## src/hdl/lpr_pkg.sv

```systemverilog
// shared types, codes and helpers for the longest-prefix routing block
package lpr_pkg;

	localparam int ADDR_W = 32;
	localparam int LEN_W  = 6;
	localparam int PORT_W = 4;
	localparam int TTL_W  = 8;
	// wide enough for a route count up to the largest supported table
	localparam int CNT_W  = 11;

	typedef enum logic [0:0] {
		REQ_ADD    = 1'b0,
		REQ_LOOKUP = 1'b1
	} lpr_req_t;

	typedef enum logic [2:0] {
		ST_ADDED    = 3'd0,
		ST_FULL     = 3'd1,
		ST_FORWARD  = 3'd2,
		ST_NO_ROUTE = 3'd3,
		ST_TTL_DROP = 3'd4
	} lpr_status_t;

	// one request as it walks down the row of cells
	typedef struct packed {
		logic                valid;
		lpr_req_t            req_type;
		logic                full;
		logic [CNT_W-1:0]    cnt;
		logic [ADDR_W-1:0]   prefix;
		logic [LEN_W-1:0]    len;
		logic                hop_present;
		logic [ADDR_W-1:0]   hop_addr;
		logic [PORT_W-1:0]   port;
		logic [ADDR_W-1:0]   dest;
		logic [TTL_W-1:0]    ttl;
		logic                found;
		logic [LEN_W-1:0]    best_len;
		logic [PORT_W-1:0]   best_port;
		logic [ADDR_W-1:0]   best_send;
	} lpr_item_t;

	// top len bits set, len already limited to 0..32
	function automatic logic [ADDR_W-1:0] len_mask(input logic [LEN_W-1:0] len);
		logic [ADDR_W-1:0] ones;
		ones = '1;
		return ~(ones >> len);
	endfunction

endpackage

```

## src/hdl/lpr_cell.sv

```systemverilog
// one routing table entry with its compare logic and its stage register
module lpr_cell #(
	parameter int INDEX = 0
) (
	input  logic              clk,
	input  logic              arst_n,
	input  logic              en,
	input  lpr_pkg::lpr_item_t item_in,
	output lpr_pkg::lpr_item_t item_out
);

	logic [lpr_pkg::ADDR_W-1:0] prefix_q;
	logic [lpr_pkg::LEN_W-1:0]  len_q;
	logic                       hop_present_q;
	logic [lpr_pkg::ADDR_W-1:0] hop_addr_q;
	logic [lpr_pkg::PORT_W-1:0] port_q;

	lpr_pkg::lpr_item_t item_nxt;
	lpr_pkg::lpr_item_t item_q;
	logic               mine;
	logic               occupied;
	logic               hit;

	// this cell holds route number INDEX
	assign mine     = item_in.cnt == lpr_pkg::CNT_W'(INDEX);
	assign occupied = lpr_pkg::CNT_W'(INDEX) < item_in.cnt;
	assign hit      = ((prefix_q ^ item_in.dest) & lpr_pkg::len_mask(len_q)) == '0;

	always_comb begin
		item_nxt = item_in;
		// strictly longer wins, so the earlier route keeps a tie
		if (item_in.req_type == lpr_pkg::REQ_LOOKUP && occupied && hit &&
		    (!item_in.found || len_q > item_in.best_len)) begin
			item_nxt.found     = 1'b1;
			item_nxt.best_len  = len_q;
			item_nxt.best_port = port_q;
			item_nxt.best_send = hop_present_q ? hop_addr_q : item_in.dest;
		end
	end

	always_ff @(posedge clk) begin
		if (en && item_in.valid && item_in.req_type == lpr_pkg::REQ_ADD &&
		    !item_in.full && mine) begin
			prefix_q      <= item_in.prefix;
			len_q         <= item_in.len;
			hop_present_q <= item_in.hop_present;
			hop_addr_q    <= item_in.hop_addr;
			port_q        <= item_in.port;
		end
	end

	always_ff @(posedge clk or negedge arst_n) begin
		if (!arst_n) begin
			item_q <= '0;
		end else if (en) begin
			item_q <= item_nxt;
		end
	end

	assign item_out = item_q;

endmodule

```

## config.mk

```make
export PLATFORM = sky130hd
export DESIGN_NAME = lpr_cell
export DESIGN_NICKNAME = d
export VERILOG_FILES = /design/src/hdl/lpr_pkg.sv /design/src/hdl/lpr_cell.sv
export SDC_FILE = /design/constraint.sdc
export NUM_CORES = 1
export LEC_CHECK = 0
export ABC_CLOCK_PERIOD_IN_PS = 3000
export BUFFER_PORTS_ARGS = -buffer_cell sky130_fd_sc_hd__buf_2
export CAP_MARGIN = 5
export CORE_UTILIZATION = 45
export CTS_BUF_LIST = sky130_fd_sc_hd__clkbuf_16
export DETAILED_ROUTE_END_ITERATION = 16
export PLACE_DENSITY = 0.7
export SLEW_MARGIN = 30
export SYNTH_ARGS = -nofsm -noshare
export SYNTH_HDL_FRONTEND = slang
export SYNTH_SLANG_ARGS = --single-unit
```

## constraint.sdc

```tcl
create_clock -name clk -period 3 [get_ports clk]
set_clock_uncertainty 0.15 [all_clocks]
set_input_delay 0.6 -clock clk [delete_from_list [all_inputs] [get_ports clk]]
set_output_delay 0.6 -clock clk [all_outputs]
set_load 0.05 [all_outputs]
```

---- Word-level counts from Yosys, hierarchy flattened ----
Cells that the tools add are included.
W data, S select, Z words.
storage, ports and cells
  input bits .............................. 175
  word-level logic and storage cells ...... 41
  output and inout bits ................... 172
  flip-flop bits (word level) ............. 247
cells by class
  reduce and logical (&&, ||, !) cells .... 12
  mux-type cells .......................... 2
  shift operators ......................... 1
  bitwise gates (word level) .............. 4
  magnitude comparators ................... 2
operators by type and width
  cell                     count
  $mux W43                 1
  $and A32 B32 Y32         1
  $logic_not A32 Y1        1
  $mux W32                 1
  $not A32 Y32             1
  $shr A32 B6 Y32 const A  1
  $xor A32 B32 Y32         1
  $logic_not A11 Y1        1
  $lt A1 B11 Y1 const A    1
  $logic_and A1 B1 Y1      7
  $gt A6 B6 Y1             1
  $logic_not A1 Y1         2
  $logic_or A1 B1 Y1       1
  $not A1 Y1               1

---- Logic depth before layout (Yosys ltp) ----
  depth in word-level cells ............... 7
  depth in mapped cells ................... 12
  mapped depth without buffers ............ 9

---- Worst setup path before layout ----
No wires, ideal clock.
  kind .................................... input to register
  start ................................... input port en
  end ..................................... register hop_addr_q[0] in the netlist's numbering (enable)
  arrival ................................. 9.016 ns
  required time ........................... 2.127 ns
  library setup time ...................... 0.723 ns
  slack ................................... -6.889 ns
  path buffers ............................ 2
  stages on the path ...................... 4
  cell sequence ........................... clkbuf_1 buf_1 nand2_1 nor4b_1
between the ends
  longest elaborated chain between the ends .. 4
ends and longest elaborated chain
  item                               line            source
  from (decl)                        lpr_cell.sv:7   input logic en,
  $logic_and A1 B1 Y1 (3 in series)  lpr_cell.sv:42  if (en && item_in.valid && item_in.req_type == lpr_pkg::REQ_ADD &&
  $logic_and A1 B1 Y1                lpr_cell.sv:43  !item_in.full && mine) begin
  to (signal assigned)               lpr_cell.sv:47  hop_addr_q <= item_in.hop_addr;
  to (decl)                          lpr_cell.sv:15  logic [lpr_pkg::ADDR_W-1:0] hop_addr_q;
Every way passes these cells.
A chain may end at the register's enable or synchronous reset.

---- Final worst setup path ----
  start ................................... register len_q[5] in the netlist's numbering
  end ..................................... register item_q, in the netlist item_out[9]
between the ends
  longest elaborated chain between the ends .. 7
  elaborated cells between the ends (all ways) .. 9
  classes of those cells .................. order compare: 1; shift: 1; mux: 1; bitwise: 2; reduce/logical: 4
ends and longest elaborated chain
  item                    line            source
  from (decl)             lpr_cell.sv:13  logic [lpr_pkg::LEN_W-1:0] len_q;
  from (signal assigned)  lpr_cell.sv:45  len_q <= item_in.len;
  $shr A32 B6 Y32         lpr_pkg.sv:47   return ~(ones >> len);
  $not A32 Y32            lpr_pkg.sv:47
  $and A32 B32 Y32        lpr_cell.sv:27  assign hit = ((prefix_q ^ item_in.dest) & lpr_pkg::len_mask(len_q)) == '0;
  $logic_not A32 Y1       lpr_cell.sv:27
  $logic_and A1 B1 Y1     lpr_cell.sv:32  if (item_in.req_type == lpr_pkg::REQ_LOOKUP && occupied && hit &&
  $logic_and A1 B1 Y1 *   lpr_cell.sv:32
  $mux W43 *              lpr_cell.sv:32
  to (signal assigned)    lpr_cell.sv:56  item_q <= item_nxt;
  to (decl)               lpr_cell.sv:19  lpr_pkg::lpr_item_t item_q;
Every way passes the cells marked *; elsewhere a longest branch is shown, timed or not.

==> metrics.txt <==
# TYPE chip_impl_metric gauge
chip_impl_metric{name="fin_nets",unit=""} 1293
chip_impl_metric{name="drtAntennaViolNets",unit=""} 0
chip_impl_metric{name="synth_edf_count",unit=""} 75
chip_impl_metric{name="route.detailed.drc",unit=""} 0
chip_impl_metric{name="finalCritPeriodShare",unit="%"} 93.95
chip_impl_metric{name="report.final.setup_viol",unit=""} 0
chip_impl_metric{name="critPathMaxStageDelay",unit="ns"} 0.52
chip_impl_metric{name="layout.cells.non_filler",unit=""} 1420
chip_impl_info{name="tritoncts_clock_tree",value="done"} 1
chip_impl_metric{name="netlist_instances",unit=""} 757
chip_impl_metric{name="synth_seq_cells",unit=""} 247
chip_impl_metric{name="yosys_warnings",unit=""} 0
chip_impl_metric{name="worst_ir_drop_on_vdd",unit="uV"} 476.3
chip_impl_metric{name="clk_pin_slew",unit="ns"} 0.07
chip_impl_metric{name="grt_usage",unit="%"} 24.15
chip_impl_metric{name="synthDominantCellAreaShare",unit="%"} 41.16
chip_impl_metric{name="initial_utilization",unit="%"} 46.04
chip_impl_metric{name="cts-buffers-inserted",unit=""} 26
chip_impl_metric{name="antenna_found_initial",unit=""} 4
chip_impl_metric{name="grt_overflow_total",unit=""} 0
chip_impl_metric{name="grt_max_degree",unit=""} 76
chip_impl_metric{name="final_wl",unit="mm"} 29.01
chip_impl_metric{name="num_io_pins",unit=""} 347
chip_impl_metric{name="post_cts_buffers",unit=""} 0
chip_impl_metric{name="fin_hold_ws",unit="ns"} 0.1030
chip_impl_info{name="clk_root_buffer_cell",value="sky130_fd_sc_hd__clkbuf_16"} 1
chip_impl_metric{name="worst-path-max-fanout",unit=""} 21
chip_impl_metric{name="finalWorstSetupSlack",unit="ns"} 0.1816
chip_impl_metric{name="synth_cell_types",unit=""} 56
chip_impl_metric{name="worstMarginPinSlew",unit="ns"} 0.7680
chip_impl_info{name="crit_slowest_cell",value="sky130_fd_sc_hd__edfxtp_1"} 1
chip_impl_info{name="rsz_0062_raised_after_global_routing",value="false"} 1
chip_impl_info{name="synth_largest_area_cell",value="sky130_fd_sc_hd__dfrtp_1"} 1
chip_impl_metric{name="netlist_area",unit="um2"} 10460
chip_impl_metric{name="crit_arrival",unit="ns"} 3.08
chip_impl_metric{name="maxCapViolCount",unit=""} 0
chip_impl_metric{name="cell_row_count",unit=""} 55
chip_impl_metric{name="grt_first_pass_wirelength",unit="mm"} 44.18
chip_impl_metric{name="cts_hold_repair.buffers",unit=""} 1
chip_impl_info{name="critPathMostFrequentCell",value="sky130_fd_sc_hd__buf_4"} 1
chip_impl_metric{name="clockBufferDepth",unit=""} 3
chip_impl_metric{name="initialDrtViolationCount",unit=""} 472
chip_impl_metric{name="power_dens_cells",unit="nW/um2"} 636.8
chip_impl_metric{name="required_time_reported_for_the_critical_path_endpoint",unit="ns"} 3.26
chip_impl_metric{name="timing.final.hold_violations",unit=""} 0
chip_impl_info{name="cp_cell_sequence",value="buf_4 -> or2_1 -> a21o_1 -> a211oi_1 -> and4_1 -> nand4_1 -> buf_4 -> o21ai_0 -> o2bb2ai_1"} 1
chip_impl_metric{name="cellLeakagePower",unit="nW"} 5.984
chip_impl_metric{name="utilization",unit="%"} 59.22
chip_impl_metric{name="detailedPlace.worstSlack",unit="ns"} -0.03042
chip_impl_metric{name="dp_cells",unit=""} 1368
chip_impl_metric{name="synth.avg_cell_area",unit="um2"} 13.81
chip_impl_metric{name="cts_sink_count",unit=""} 247
chip_impl_metric{name="net_count_after_synthesis",unit=""} 938
chip_impl_metric{name="cts_resized",unit=""} 0
chip_impl_metric{name="post_drt_via_cell_ratio",unit=""} 5.403
chip_impl_metric{name="grt_pass1_vias",unit=""} 7764
chip_impl_info{name="synthFlopType",value="sky130_fd_sc_hd__dfrtp_1"} 1
chip_impl_info{name="netlist_top_cells_count",value="sky130_fd_sc_hd__dfrtp_1, sky130_fd_sc_hd__mux2_2, sky130_fd_sc_hd__edfxtp_1"} 1
chip_impl_metric{name="die-width",unit="um"} 154.4
chip_impl_info{name="post-synth-top-count-cell",value="sky130_fd_sc_hd__dfrtp_1"} 1
chip_impl_metric{name="timing.final.max_slew_violations",unit=""} 0
chip_impl_metric{name="drive_gt1_share",unit="%"} 48.85
chip_impl_metric{name="post-route-min-period",unit="ns"} 2.818
chip_impl_metric{name="synthArstFlopShare",unit="%"} 69.64
chip_impl_metric{name="placement.io_buffers",unit=""} 346
chip_impl_metric{name="num_vias",unit=""} 7672
chip_impl_metric{name="detailed_routing_iterations_pass_1",unit=""} 6
chip_impl_metric{name="timing.max_slew.rel_slack",unit="%"} 48.80
chip_impl_info{name="worst-setup-path-type",value="register to register"} 1
chip_impl_metric{name="globalplace.congestion",unit=""} 0.8632
chip_impl_info{name="run_status",value="completed"} 1
chip_impl_metric{name="fmax",unit="GHz"} 0.3548
chip_impl_info{name="synthTopCellsByArea",value="sky130_fd_sc_hd__dfrtp_1, sky130_fd_sc_hd__edfxtp_1, sky130_fd_sc_hd__mux2_2, sky130_fd_sc_hd__mux2i_1, sky130_fd_sc_hd__o2bb2ai_1"} 1
chip_impl_info{name="start_kind",value="register"} 1
chip_impl_info{name="timing.critical_path.to_type",value="register"} 1
chip_impl_metric{name="coreArea",unit="um2"} 22710
chip_impl_metric{name="clk-insertion-delay-late",unit="ns"} 0.54
chip_impl_metric{name="design.die.area",unit="um2"} 23850
chip_impl_metric{name="fin_total_pwr",unit="W"} 0.008564
chip_impl_metric{name="flow.area_growth_from_synthesis",unit="%"} 28.61
chip_impl_metric{name="detail_route.wl_per_cell",unit="um"} 20.43
chip_impl_metric{name="dpl.hpwl",unit="mm"} 20.80
chip_impl_metric{name="cts.htree.levels",unit=""} 1
chip_impl_metric{name="ys_seq_area_share",unit="%"} 62.70
chip_impl_metric{name="die-height",unit="um"} 154.4
chip_impl_info{name="worst_hold_path_type",value="input pin to register"} 1
==> where the power goes <==
part | switching (W) | internal, W
clock | 0.00133 | 0.00172
sequential | 0.000115 | 0.00370
combinational | 0.00123 | 0.000470
total | 0.00268 | 0.00589
==> logic make-up (layout without fill, tap and decap cells) <==
| family | Yosys count | in the layout | share of synthesized area, % |
|---|---|---|---|
| flops | 247 | 247 | 62.70 |
| compound gates | 165 | 165 | 10.23 |
| mux | 160 | 160 | 16.85 |
| simple gates | 81 | 81 | 3.710 |
| buf+inv | 63 | 438 | 2.824 |
| xor+xnor | 32 | 32 | 2.680 |
| fa+ha+maj | 9 | 9 | 1.005 |
| other cells | 0 | 3 | 0 |
==> final timing paths <==
path,from,end,slack [ns],cells after the start
setup / recovery,len_q[5],item_out[9],0.18,9
hold / removal,item_in[102],hop_addr_q[15],0.10,1
setup reg to reg,len_q[5],item_out[9],0.18,9
hold reg to reg,item_out[12],item_out[12],0.33,1
max in group asynchronous,arst_n,item_out[90],1.50,3
min in group asynchronous,arst_n,item_out[114],0.44,2
==> per-stage QoR <==
step                      cell area (um2)  setup TNS (ns)
after global placement              12620               0
after detailed placement            12620         -0.2364
after global routing                13450               0
after floorplan                     10480          -77.97
after CTS                           13440               0
final                               13450               0
==> layout make-up <==
type,count,area [um2]
fillers,1899,9261
inverters,12,45.04
flip-flops and latches,247,6556
clock buffers,27,675.6
diodes,3,7.507
clock inverters,21,136.4
multi-input cells,447,3621
repair buffers,378,2049
well taps,285,356.6
==> critical path, delay by kind of cell, from the launching register on <==
family                 cells  cell delay, ns
buffers and inverters      2            0.47
AO/OA/AOI/OAI              4            0.78
AND/OR/NAND/NOR            3            0.74
flip-flops                 1            0.52
==> registers in the layout, indices dropped and copies added (netlist names) <==
signal,flops
prefix_q,32
hop_addr_q,32
hop_present_q,1
item_out,172
port_q,4
len_q,6
==> cells in the final DEF, fill, tap and decap left out, types with 2 or more instances in the layout <==
master,count
sky130_fd_sc_hd__a2111oi_0,2
sky130_fd_sc_hd__a211oi_1,4
sky130_fd_sc_hd__a21o_1,4
sky130_fd_sc_hd__a21oi_1,49
sky130_fd_sc_hd__a221o_1,2
sky130_fd_sc_hd__a31oi_1,9
sky130_fd_sc_hd__and3_1,3
sky130_fd_sc_hd__buf_12,5
sky130_fd_sc_hd__buf_2,344
sky130_fd_sc_hd__buf_4,26
sky130_fd_sc_hd__buf_6,2
sky130_fd_sc_hd__clkbuf_16,27
sky130_fd_sc_hd__clkinv_2,7
sky130_fd_sc_hd__clkinvlp_4,2
sky130_fd_sc_hd__dfrtp_1,172
sky130_fd_sc_hd__diode_2,3
sky130_fd_sc_hd__edfxtp_1,75
sky130_fd_sc_hd__ha_1,6
sky130_fd_sc_hd__inv_1,18
sky130_fd_sc_hd__inv_2,2
sky130_fd_sc_hd__maj3_1,3
sky130_fd_sc_hd__mux2_2,128
sky130_fd_sc_hd__mux2i_1,32
sky130_fd_sc_hd__nand2_1,40
sky130_fd_sc_hd__nand3_1,4
sky130_fd_sc_hd__nand4_1,3
sky130_fd_sc_hd__nor2_1,13
sky130_fd_sc_hd__nor3_1,4
sky130_fd_sc_hd__nor4_1,2
sky130_fd_sc_hd__o211ai_1,2
sky130_fd_sc_hd__o21ai_0,29
sky130_fd_sc_hd__o21ai_1,16
sky130_fd_sc_hd__o22ai_1,4
sky130_fd_sc_hd__o2bb2ai_1,32
sky130_fd_sc_hd__or3_1,2
sky130_fd_sc_hd__xnor2_1,17
sky130_fd_sc_hd__xor2_1,15
==> layer usage <==
layer	routed length, um	track usage [%]	share of wire (%)	vias up
met2	14220	40.36	49	299
li1	-	-	-	3512
met1	12290	31.75	42	3810
met5	0	0	0	-
met3	1737	4.651	6.0	51
met4	757	7.921	2.6	0
Power figures use the tool's default switching activity.
